<file path="src/rtl/eupf_pkg.sv">
// Types and constants of the Ethernet/IPv4/UDP port filter
`default_nettype none

package eupf_pkg;

	// Frame position counter and its saturation point
	localparam int unsigned POS_W           = 16;
	localparam int unsigned MAX_FRAME_BYTES = 2048;

	// Header layout and field codes
	localparam logic [7:0] ETHERTYPE_HI   = 8'h08;
	localparam logic [7:0] ETHERTYPE_LO   = 8'h00;
	localparam logic [7:0] PROTO_UDP      = 8'd17;
	localparam int unsigned ETH_HDR_BYTES = 14;
	localparam int unsigned IP_HDR_BYTES  = 20;
	localparam int unsigned UDP_HDR_BYTES = 8;
	localparam int unsigned POS_ETYPE_LO  = 13;
	localparam int unsigned POS_IHL       = 14;
	localparam int unsigned POS_PROTO     = 23;

	// UDP header start, wide enough for 14 + 4 * 15
	localparam int unsigned UDP_START_W = 7;
	localparam logic [UDP_START_W-1:0] UDP_START_RST =
		UDP_START_W'(ETH_HDR_BYTES + IP_HDR_BYTES);

	// Configuration registers
	localparam int unsigned CFG_IDX_W = 4;
	localparam logic [CFG_IDX_W-1:0] REG_WANT_DEST_PORT   = CFG_IDX_W'(0);
	localparam logic [CFG_IDX_W-1:0] REG_WANT_SOURCE_PORT = CFG_IDX_W'(1);
	localparam logic [15:0] RST_WANT_DEST_PORT   = 16'd1068;
	localparam logic [15:0] RST_WANT_SOURCE_PORT = 16'd1067;

	typedef struct packed {
		logic [7:0] frame_byte;
		logic       frame_end;
	} in_item_t;

	typedef struct packed {
		logic [7:0] payload_byte;
		logic       payload_end;
	} out_item_t;

	typedef struct packed {
		logic [15:0] want_dest_port;
		logic [15:0] want_source_port;
	} cfg_t;

	typedef struct packed {
		logic     valid;
		in_item_t item;
	} stage_t;

	typedef struct packed {
		logic      valid;
		out_item_t item;
	} res_t;

endpackage

`default_nettype wire

</file>
<file path="src/rtl/eth_ipv4_udp_port_filter.sv">
// Top level of the Ethernet/IPv4/UDP port filter
// Takes one frame byte per clock unless out stalls, and passes the UDP payload
// of frames whose ethertype is IPv4, protocol is UDP and ports equal the
// configured source and destination ports; the passed byte that ends its frame
// carries payload_end. A passed byte goes through the input register, then the
// result register, before it is offered on out; the header checks are
// combinational compares on the frame position counter. Bytes beyond the
// saturation length are dropped. Configuration writes are always accepted and
// belong to idle periods between frames.
`default_nettype none

module eth_ipv4_udp_port_filter
	import eupf_pkg::*;
(
	input  wire logic                 clk,
	input  wire logic                 arst_n,
	input  wire logic                 in_valid,
	output      logic                 in_ready,
	input  wire in_item_t             in_data,
	output      logic                 out_valid,
	input  wire logic                 out_ready,
	output      out_item_t            out_data,
	input  wire logic                 cfg_valid,
	output      logic                 cfg_ready,
	input  wire logic [CFG_IDX_W-1:0] cfg_index,
	input  wire logic [15:0]          cfg_data
);

	cfg_t   cfg;
	stage_t s1;
	res_t   res;
	logic   advance;

	eupf_cfg_regs u_cfg_regs (
		.clk       (clk),
		.arst_n    (arst_n),
		.cfg_valid (cfg_valid),
		.cfg_ready (cfg_ready),
		.cfg_index (cfg_index),
		.cfg_data  (cfg_data),
		.cfg       (cfg)
	);

	eupf_in_reg u_in_reg (
		.clk      (clk),
		.arst_n   (arst_n),
		.in_valid (in_valid),
		.in_ready (in_ready),
		.in_data  (in_data),
		.advance  (advance),
		.s1       (s1)
	);

	eupf_parser u_parser (
		.clk     (clk),
		.arst_n  (arst_n),
		.s1      (s1),
		.advance (advance),
		.cfg     (cfg),
		.res     (res)
	);

	eupf_out_reg u_out_reg (
		.clk       (clk),
		.arst_n    (arst_n),
		.res       (res),
		.advance   (advance),
		.out_valid (out_valid),
		.out_ready (out_ready),
		.out_data  (out_data)
	);

endmodule

`default_nettype wire

</file>
<file path="src/rtl/eupf_cfg_regs.sv">
// Configuration registers of the UDP port filter
`default_nettype none

module eupf_cfg_regs
	import eupf_pkg::*;
(
	input  wire logic                 clk,
	input  wire logic                 arst_n,
	input  wire logic                 cfg_valid,
	output      logic                 cfg_ready,
	input  wire logic [CFG_IDX_W-1:0] cfg_index,
	input  wire logic [15:0]          cfg_data,
	output      cfg_t                 cfg
);

	cfg_t cfg_q;

	// Always take a write; unknown indexes are dropped
	assign cfg_ready = 1'b1;
	assign cfg       = cfg_q;

	always_ff @(posedge clk or negedge arst_n) begin
		if (!arst_n) begin
			cfg_q.want_dest_port   <= RST_WANT_DEST_PORT;
			cfg_q.want_source_port <= RST_WANT_SOURCE_PORT;
		end else if (cfg_valid) begin
			case (cfg_index)
				REG_WANT_DEST_PORT:   cfg_q.want_dest_port   <= cfg_data;
				REG_WANT_SOURCE_PORT: cfg_q.want_source_port <= cfg_data;
				default: ;
			endcase
		end
	end

endmodule

`default_nettype wire

</file>
<file path="src/rtl/eupf_in_reg.sv">
// Input register stage of the UDP port filter
`default_nettype none

module eupf_in_reg
	import eupf_pkg::*;
(
	input  wire logic     clk,
	input  wire logic     arst_n,
	input  wire logic     in_valid,
	output      logic     in_ready,
	input  wire in_item_t in_data,
	input  wire logic     advance,
	output      stage_t   s1
);

	logic     valid_s1;
	in_item_t item_s1;

	// Free when empty or when the held request moves on this cycle
	assign in_ready = !valid_s1 || advance;
	assign s1       = '{valid: valid_s1, item: item_s1};

	always_ff @(posedge clk or negedge arst_n) begin
		if (!arst_n) begin
			valid_s1 <= 1'b0;
		end else if (in_ready) begin
			valid_s1 <= in_valid;
		end
	end

	// Capture the request payload
	always_ff @(posedge clk) begin
		if (in_valid && in_ready) begin
			item_s1 <= in_data;
		end
	end

endmodule

`default_nettype wire

</file>
<file path="src/rtl/eupf_parser.sv">
// Header tracking and match decision of the UDP port filter
`default_nettype none

module eupf_parser
	import eupf_pkg::*;
(
	input  wire logic   clk,
	input  wire logic   arst_n,
	input  wire stage_t s1,
	input  wire logic   advance,
	input  wire cfg_t   cfg,
	output      res_t   res
);

	logic [POS_W-1:0]       pos_q;
	logic [7:0]             prev_q;
	logic                   eth_ok_q;
	logic                   proto_ok_q;
	logic [UDP_START_W-1:0] udp_start_q;
	logic                   src_ok_q;
	logic                   dst_ok_q;

	logic                   take;
	logic                   live;
	logic [7:0]             b;
	logic [15:0]            word;
	logic                   eth_ok_n;
	logic                   proto_ok_n;
	logic [UDP_START_W-1:0] udp_start_n;
	logic                   src_ok_n;
	logic                   dst_ok_n;
	logic [POS_W-1:0]       udp_ext;
	logic                   hit;

	assign take = s1.valid && advance;
	assign b    = s1.item.frame_byte;
	assign word = {prev_q, b};
	assign live = pos_q < POS_W'(MAX_FRAME_BYTES);

	// Update the header checks for this byte
	always_comb begin
		eth_ok_n    = eth_ok_q;
		proto_ok_n  = proto_ok_q;
		udp_start_n = udp_start_q;
		src_ok_n    = src_ok_q;
		dst_ok_n    = dst_ok_q;
		if (live) begin
			if (pos_q == POS_W'(POS_ETYPE_LO)) begin
				eth_ok_n = (prev_q == ETHERTYPE_HI) && (b == ETHERTYPE_LO);
			end
			if (pos_q == POS_W'(POS_IHL)) begin
				udp_start_n = UDP_START_W'(ETH_HDR_BYTES) + {1'b0, b[3:0], 2'b00};
			end
			if (pos_q == POS_W'(POS_PROTO)) begin
				proto_ok_n = (b == PROTO_UDP);
			end
		end
		udp_ext = POS_W'(udp_start_n);
		if (live && (pos_q == udp_ext + POS_W'(1))) begin
			src_ok_n = (word == cfg.want_source_port);
		end
		if (live && (pos_q == udp_ext + POS_W'(3))) begin
			dst_ok_n = (word == cfg.want_dest_port);
		end
	end

	// Pass bytes after the UDP header once every check holds
	assign hit = live && (pos_q >= udp_ext + POS_W'(UDP_HDR_BYTES))
		&& eth_ok_n && proto_ok_n && src_ok_n && dst_ok_n;

	assign res.valid             = take && hit;
	assign res.item.payload_byte = b;
	assign res.item.payload_end  = s1.item.frame_end;

	// Advance the frame state; restart on the final byte
	always_ff @(posedge clk or negedge arst_n) begin
		if (!arst_n) begin
			pos_q       <= '0;
			prev_q      <= '0;
			eth_ok_q    <= 1'b0;
			proto_ok_q  <= 1'b0;
			udp_start_q <= UDP_START_RST;
			src_ok_q    <= 1'b0;
			dst_ok_q    <= 1'b0;
		end else if (take) begin
			prev_q <= b;
			if (s1.item.frame_end) begin
				pos_q       <= '0;
				eth_ok_q    <= 1'b0;
				proto_ok_q  <= 1'b0;
				udp_start_q <= UDP_START_RST;
				src_ok_q    <= 1'b0;
				dst_ok_q    <= 1'b0;
			end else begin
				if (live) begin
					pos_q <= pos_q + POS_W'(1);
				end
				eth_ok_q    <= eth_ok_n;
				proto_ok_q  <= proto_ok_n;
				udp_start_q <= udp_start_n;
				src_ok_q    <= src_ok_n;
				dst_ok_q    <= dst_ok_n;
			end
		end
	end

endmodule

`default_nettype wire

</file>
<file path="src/rtl/eupf_out_reg.sv">
// Result register of the UDP port filter
`default_nettype none

module eupf_out_reg
	import eupf_pkg::*;
(
	input  wire logic      clk,
	input  wire logic      arst_n,
	input  wire res_t      res,
	output      logic      advance,
	output      logic      out_valid,
	input  wire logic      out_ready,
	output      out_item_t out_data
);

	logic      valid_q;
	out_item_t item_q;

	// Move on when the register is empty or being drained
	assign advance   = !valid_q || out_ready;
	assign out_valid = valid_q;
	assign out_data  = item_q;

	always_ff @(posedge clk or negedge arst_n) begin
		if (!arst_n) begin
			valid_q <= 1'b0;
		end else if (advance) begin
			valid_q <= res.valid;
		end
	end

	// Hold the payload while stalled
	always_ff @(posedge clk) begin
		if (advance && res.valid) begin
			item_q <= res.item;
		end
	end

endmodule

`default_nettype wire

</file>
<file path="config.mk">
export PLATFORM = sky130hd
export DESIGN_NAME = eth_ipv4_udp_port_filter
export DESIGN_NICKNAME = d
export VERILOG_FILES = /design/src/rtl/eupf_pkg.sv /design/src/rtl/eth_ipv4_udp_port_filter.sv /design/src/rtl/eupf_cfg_regs.sv /design/src/rtl/eupf_in_reg.sv /design/src/rtl/eupf_parser.sv /design/src/rtl/eupf_out_reg.sv
export SDC_FILE = /design/constraint.sdc
export NUM_CORES = 1
export LEC_CHECK = 0
export BUFFER_PORTS_ARGS = -buffer_cell sky130_fd_sc_hd__clkbuf_2
export CAP_MARGIN = 20
export CORE_AREA = 3 3 96 98
export DETAILED_ROUTE_END_ITERATION = 16
export DIE_AREA = 0 0 99 101
export PLACE_DENSITY = 0.8
export SETUP_SLACK_MARGIN = 0.5
export SLEW_MARGIN = 20
export SYNTH_ARGS = -nofsm -noshare
export SYNTH_HDL_FRONTEND = slang
export SYNTH_HIERARCHICAL = 1
export SYNTH_SLANG_ARGS = --single-unit
export TNS_END_PERCENT = 100
</file>
<file path="constraint.sdc">
create_clock -name clk -period 9.8 [get_ports clk]
set_input_delay 0.49 -clock clk [delete_from_list [all_inputs] [get_ports clk]]
set_output_delay 0.49 -clock clk [all_outputs]
set_load 0.01 [all_outputs]
</file>
==> results of run 1 <==
## flip-flops by register name (all words and copies together) (netlist names)
register,count
u_cfg_regs/cfg,32
u_in_reg/s1,9
u_in_reg/valid_s1,1
u_out_reg/out_data,9
u_out_reg/out_valid,1
u_parser/dst_ok_q,1
u_parser/eth_ok_q,1
u_parser/pos_q,16
u_parser/prev_q,8
u_parser/proto_ok_q,1
u_parser/src_ok_q,1
u_parser/udp_start_q,7
## metal layers
metal  GRT usage  vias up  part of all wire
met5           0        -                 0
met4       0.124        0             0.035
met3      0.0429       34             0.064
met2       0.384      129              0.49
met1       0.297     1796              0.41
li1            -     1688                 -
## power groups by stage
stage	Combinational (W)	Sequential [W]	Clock (W)
finish	0.000137	0.000459	0.000260
global placement	0.000132	0.000463	0
CTS	0.000138	0.000459	0.000265
global route	0.000149	0.000466	0.000282
detailed placement	0.000136	0.000466	0
floorplan	0.000112	0.000450	0
## worst max-delay path: stages, from the launching register on
cell and delay, ps:
dfrtp_1 610, nor4b_4 350, nand4_4 450, o21ai_1 500
ha_1 280, inv_1 100, nor2_1 230, o211a_1 190
a21oi_1 30, and3_1 190, nor2_1 110, nand4bb_1 160
a221oi_2 340, and2_4 270
## path summary, 6_finish.rpt
kind | startpoint | end | slack, ps
min in group asynchronous | arst_n | u_parser/pos_q[11] | 310
max reg2reg | u_parser/pos_q[2] | u_out_reg/out_data[1] | 5700
min reg2reg | u_parser/proto_ok_q | u_parser/proto_ok_q | 510
min | in_data[2] | u_in_reg/s1[2] | 300
max | u_parser/pos_q[2] | u_out_reg/out_data[1] | 5700
max in group asynchronous | arst_n | u_parser/prev_q[2] | 8900
## logic make-up after synthesis
family | Yosys count
simple gates | 158
flops | 87
mux | 43
compound gates | 61
other cells | 1
fa+ha+maj | 17
buf+inv | 41
xor+xnor | 50
## cells in the final DEF (no fill, tap or decap), drive strengths merged, types with 3 or more instances in the layout
| cell | n |
|---|---|
| dfrtp | 58 |
| clkbuf | 52 |
| nand2 | 45 |
| xnor2 | 43 |
| mux2 | 33 |
| nor2 | 26 |
| edfxtp | 18 |
| o21ai | 18 |
| ha | 17 |
| inv | 14 |
| a21oi | 13 |
| nand4 | 13 |
| nand3 | 12 |
| dfstp | 11 |
| nand2b | 11 |
| mux2i | 10 |
| nor4 | 10 |
| xor2 | 7 |
| nor3 | 7 |
| and2 | 5 |
| nand4b | 4 |
| or4 | 4 |
| and3 | 4 |
| and3b | 3 |
| o211ai | 3 |
| or3 | 3 |
| nor4b | 3 |
## per-stage QoR
| stage | std cells | hold slack, ps | cell area, µm² |
|---|---|---|---|
| after detailed placement | 581 | 494 | 5240 |
| final | 597 | 298 | 5440 |
| after global routing | 597 | 267 | 5440 |
| after global placement | 581 | 469 | 5240 |
| after CTS | 597 | 280 | 5440 |
| after floorplan | 458 | 194 | 5070 |
## layout make-up
class	count	area, µm²
Clock buffer	9	124
Clock inverter	7	77.6
Fill cell	676	3110
Inverter	11	41.3
Multi-Input combinational cell	330	2550
Sequential cell	87	2280
Tap cell	108	135
Timing Repair Buffer	45	228
==> reports/summary.txt, run 1 <==
VDD IR max - 0.000106 V
Final Skew - 19.3 ps
Reg clk slew, reported paths - 100 ps
GRT Total Usage - 0.235
I/O Buffers - 44
Yosys warning count - 6
DRT antenna net count - 0
Cells resized by post-CTS repair - 0
RSZ-0062 raised after global routing - no
Reg2Reg Depth - 13
Root Buffer - clkbuf_8
Crit-path max FO - 27
Post-synthesis compound-gate area fraction - 0.0831
Layout cell share with drive strength beyond 1 - 0.249
Initial Utilization - 0.594
MaxCap Viol Count - 0
FP Rows - 34
Fmax achieved - 244 MHz
Most frequent cells after synthesis - dfrtp_1, nand2_1, xnor2_1, nor2_1, mux2_2
Die W - 99 µm
Number of global-route vias before repair - 3,724
Minimum clock period - 4100 ps
H-Tree Depth - 3
Routed WL per cell - 18.8 µm
Prevailing post-synth register cell - dfrtp_1
Internal Power - 0.000616 W
DRC errors left - 0
GP Congestion - 0.890
Post-synth EDFFs - 18
Total CTS buffers - 9
Die H - 101 µm
Slew at the pin closest to its max-slew limit - 1080 ps
P&R area growth vs syn - 7.20%
Initial drt markers - 214
Period utilization - 0.419
Synth Area in Simple Gates - 0.185
Ranking of synthesized cells by area - dfrtp_1, edfxtp_1, xnor2_1
Pwr/cell area - 157 nW/µm²
Number of diodes - 0
Place WS - 5810 ps
HP Class - primary input to flop
Net Sw Power - 0.000239 W
CTS Buffer Depth - 2
Sequential power share - 0.537
Pleak - 2.32 nW
Hold Crit Depth - 1
Clock Latency Late Sink - 360 ps
Startpoint types - flop
Most frequent cell after synthesis - dfrtp_1
Core area - 8550 µm²
DIE AREA - 10000 µm²
Largest family of logic cells by synthesized area - simple AND/OR/NAND/NOR gates
I/O pin total - 46
Hold-fix buffers, CTS - 0
Detail Placement HPWL - 8190 µm
Worst Setup End Kind - flop
First-pass GRT wire length - 18,400 µm
Arr. time, crit path - 4180 ps
Netlist Area Pre-Place - 5070 µm²
Switching Share - 0.279
Clock network power share - 0.304
Final wirelength - 11,200 µm
CP required - 9880 ps
Util after Layout - 0.636
Post CTS Setup Buffer Count - 0
Count of final hold-check violations - 0
Pre-Repair DR Iteration Count - 5
Combinational Power Share - 0.160
Vias per std cell - 6.11
Post-route setup slack - 5700 ps
Setup TNS - 0 ps
CTS Sinks - 87
Setup violators final - 0
Syn Nets - 509
Sequential cell area fraction in the yosys report - 0.449
CTS tree - yes
Cell variety after synth - 69
Yosys top cell by area - dfrtp_1
Mux contribution to synthesized area - 0.104
Outcome - complete, no violations
Fin nets - 535
Post-synthesis area per instance - 11.1 µm²
Relative max-transition margin - 0.274
Synth top area share - 0.286
Slew Viols, Final - 0
GRT overflow - 0
Vias - 3,647
Post-synthesis adder-cell area fraction - 0.0419
Largest net degree at the start of global routing - 70
Initial antenna violation count - 0
Setup CP Type - flop to flop
Synth Instances - 458
Synth Area in XOR/XNOR - 0.0863
Yosys reg bits - 87
Tot Pwr - 0.000855 W
Asr flop ratio synth - 0.793
No activity file was read; power rests on OpenSTA's default activity.
==> run 2: changes to the inputs <==
Settings changed: ABC_AREA from default to 1, CORE_AREA 3 3 96 98 to 3 3 97 99, DIE_AREA 0 0 99 101 to 0 0 100 102, PLACE_DENSITY 0.8 to 0.78.
Clock period 9.8 ns to 4.2 ns, I/O delays scaled along.
==> run 2 against run 1 <==
Flip-flop and latch count is the same. Maximum frequency up 15%. Clock power grew 110%. Critical path depth increased by 8. Wire length is 12% higher. Combinational power grew to 2.7 times the previous value. Largest cell class unchanged.
==> reports/summary.txt, run 2 <==
Minimum clock period - 3560 ps
Slew at the pin closest to its max-slew limit - 996 ps
Largest register FFs - 32
Fin nets - 721
Startpoint types - flop
Yosys top cell by area - dfrtp_1
CP required - 4280 ps
Met1 Use GR - 0.317
Root Buffer - clkbuf_8
Die W - 100 µm
Pwr/cell area - 348 nW/µm²
Slew Viols, Final - 0
Tot Pwr - 0.00200 W
Reg2Reg Setup Slack - 640 ps
Outcome - complete, no violations
Period utilization - 0.847
GRT Total Usage - 0.255
Vias per std cell - 5.59
GP Congestion - 0.988
Initial drt markers - 232
Yosys reg bits - 87
Yosys warning count - 6
H-Tree Depth - 3
CTS Buffer Depth - 2
Pre-Repair DR Iteration Count - 5
Post-Layout Inst Area - 5740 µm²
CTS tree - yes
GR Util met2 - 0.447
Most frequent cells after synthesis - nand2_1, inv_1, dfrtp_1, nand4_1, nor2_1
Vias - 4,375
Met3 usage - 0.0300
Largest net degree at the start of global routing - 36
GRT overflow - 0
End of the worst register-to-register path - u_out_reg/out_data[7]
DIE AREA - 10,200 µm²
Core area - 8640 µm²
Initial antenna violation count - 0
FP Rows - 34
Worst r2r src - u_parser/pos_q[0]
Routed WL per cell - 16.0 µm
Count of final hold-check violations - 0
Sequential cell area fraction in the yosys report - 0.447
Util after Layout - 0.665
HP Class - primary input to flop
P&R area growth vs syn - 12.6%
Total CTS buffers - 9
Number of diodes - 0
Relative max-transition margin - 0.336
Post-synth EDFFs - 18
CTS Sinks - 87
Most frequent cell after synthesis - nand2_1
Reg2Reg Depth - 21
Pleak - 2.71 nW
Synth Instances - 623
Worst stage delay on the critical path - 410 ps
Fmax achieved - 281 MHz
Worst setup path end - u_out_reg/out_data[7]
Die H - 102 µm
Fill cell count - 766
Worst path depth - 21
Cell variety after synth - 39
Setup TNS - 0 ps
Worst Setup End Kind - flop
Arr. time, crit path - 3640 ps
Final wirelength - 12,500 µm
Crit-path max FO - 5
Reg clk slew, reported paths - 90 ps
Multi-input logic area - 2500 µm²
Ranking of synthesized cells by area - dfrtp_1, nand2_1, edfxtp_1
I/O pin total - 46
Slowest CP cell - dfrtp_1
I/O Buffers - 44
Worst-path cell chain - inv_2 > ha_4 > nand3_4 > nor2_4 > buf_6 > nand3_4 > nand2_4 > inv_2 > ha_4 > nand3_4 > nand2_2 > ha_4 > nand2_2 > nor4_2 > a2111oi_0 > nor4_1 > nand2_1 > nor2_1 > inv_1 > a21oi_2 > buf_4
First-pass GRT wire length - 20,400 µm
Number of global-route vias before repair - 4,220
VDD IR max - 0.000241 V
Syn Nets - 674
Netlist Area Pre-Place - 5100 µm²
DRC errors left - 0
RSZ-0062 raised after global routing - no
Post-synthesis area per instance - 8.18 µm²
Commonest non-fill, non-tap cell in the layout - nand2_1
Final Skew - 15.9 ps
Layout cell share with drive strength beyond 1 - 0.216
Sequential Area - 2280 µm²
Synth top area share - 0.285
Initial Utilization - 0.590
Detail Placement HPWL - 9280 µm
Prevailing post-synth register cell - dfrtp_1
GRT busiest layer - met2
DRT antenna net count - 0
Most frequent cells in the layout - nand2_1, inv_1, dfrtp_1
Worst setup path startpoint - u_parser/pos_q[0]
Setup violators final - 0
MaxCap Viol Count - 0
Bufs and invs on worst path - 5
Clock Latency Late Sink - 360 ps
Asr flop ratio synth - 0.793
Placed instance area - 5300 µm²
Top delay family on crit path - simple AND/OR/NAND/NOR gates
Setup CP Type - flop to flop
[run 2: cell types whose count changed after synthesis, sizes merged, moves of 11 or more]
| cell | before | now |
|---|---|---|
| o22ai | 1 | 12 |
| nand4 | 13 | 41 |
| mux2 | 33 | 0 |
| nand2 | 45 | 187 |
| nor2 | 26 | 50 |
| inv | 11 | 68 |
| nand2b | 11 | 0 |
| nand3 | 12 | 34 |
| xnor2 | 43 | 8 |
[run 2: layout make-up]
type / instances / share of cell area
multi-input cells: 440 / 0.435
clock buffers: 9 / 0.0216
well taps: 108 / 0.0235
clock inverters: 7 / 0.0107
flip-flops and latches: 87 / 0.398
inverters: 69 / 0.0456
repair buffers: 63 / 0.0658
[run 2: cells by family (layout without fill, tap and decap cells)]
logic type               after synthesis  count (layout)  synth area share
flip-flops                            87              87             0.447
AO/OA/AOI/OAI                         60              60            0.0663
adder cells (fa/ha/maj)               17              17            0.0417
buffers and inverters                 96             148            0.0864
other                                  1               1          0.000735
AND/OR/NAND/NOR                      343             343             0.325
XOR/XNOR                              19              19            0.0326
[run 2: repair_timing]
item	4_1_cts	5_1_grt
hold buffers	2	1
pin swaps	1	12
setup endpoints to repair	9	9
gates cloned	0	1
setup buffers	1	11
gates resized for setup	1	30
endpoints found under the hold margin	25	1
[run 2: power breakdown]
part           switching [W]  internal, W
clock network       0.000328     0.000226
registers           0.000101     0.000968
logic               0.000216     0.000158
[run 2: how the worst min path moves through the flow]
stage / startpoint / endpoint / slack [ps] / cells past startpoint
final: in_data[6] / u_in_reg/s1[6] / 20 / 1
after global placement: arst_n / u_parser/udp_start_q[0] / 310 / 1
after global routing: in_data[3] / u_in_reg/s1[3] / 7 / 1
after detailed placement: arst_n / u_parser/udp_start_q[0] / 330 / 1
after CTS: in_data[6] / u_in_reg/s1[6] / 0.2 / 1
after floorplan: arst_n / u_cfg_regs/cfg[11] / -90 / 0
[run 2: stage by stage]
| step | worst slack [ps] | std cells | hold slack (ps) |
|---|---|---|---|
| 2_1_floorplan | 506 | 623 | -85.6 |
| 3_3_place_gp | 552 | 751 | 312 |
| 3_5_place_dp | 439 | 751 | 326 |
| 4_1_cts | 507 | 770 | 0.205 |
| 5_1_grt | 475 | 783 | 6.79 |
| 6_report | 642 | 783 | 20.8 |
[run 2: metal layers]
metal,vias to the layer above,share of wire
met3,22,0.048
met5,-,0
met1,2053,0.41
li1,2159,-
met4,0,0.026
met2,141,0.51
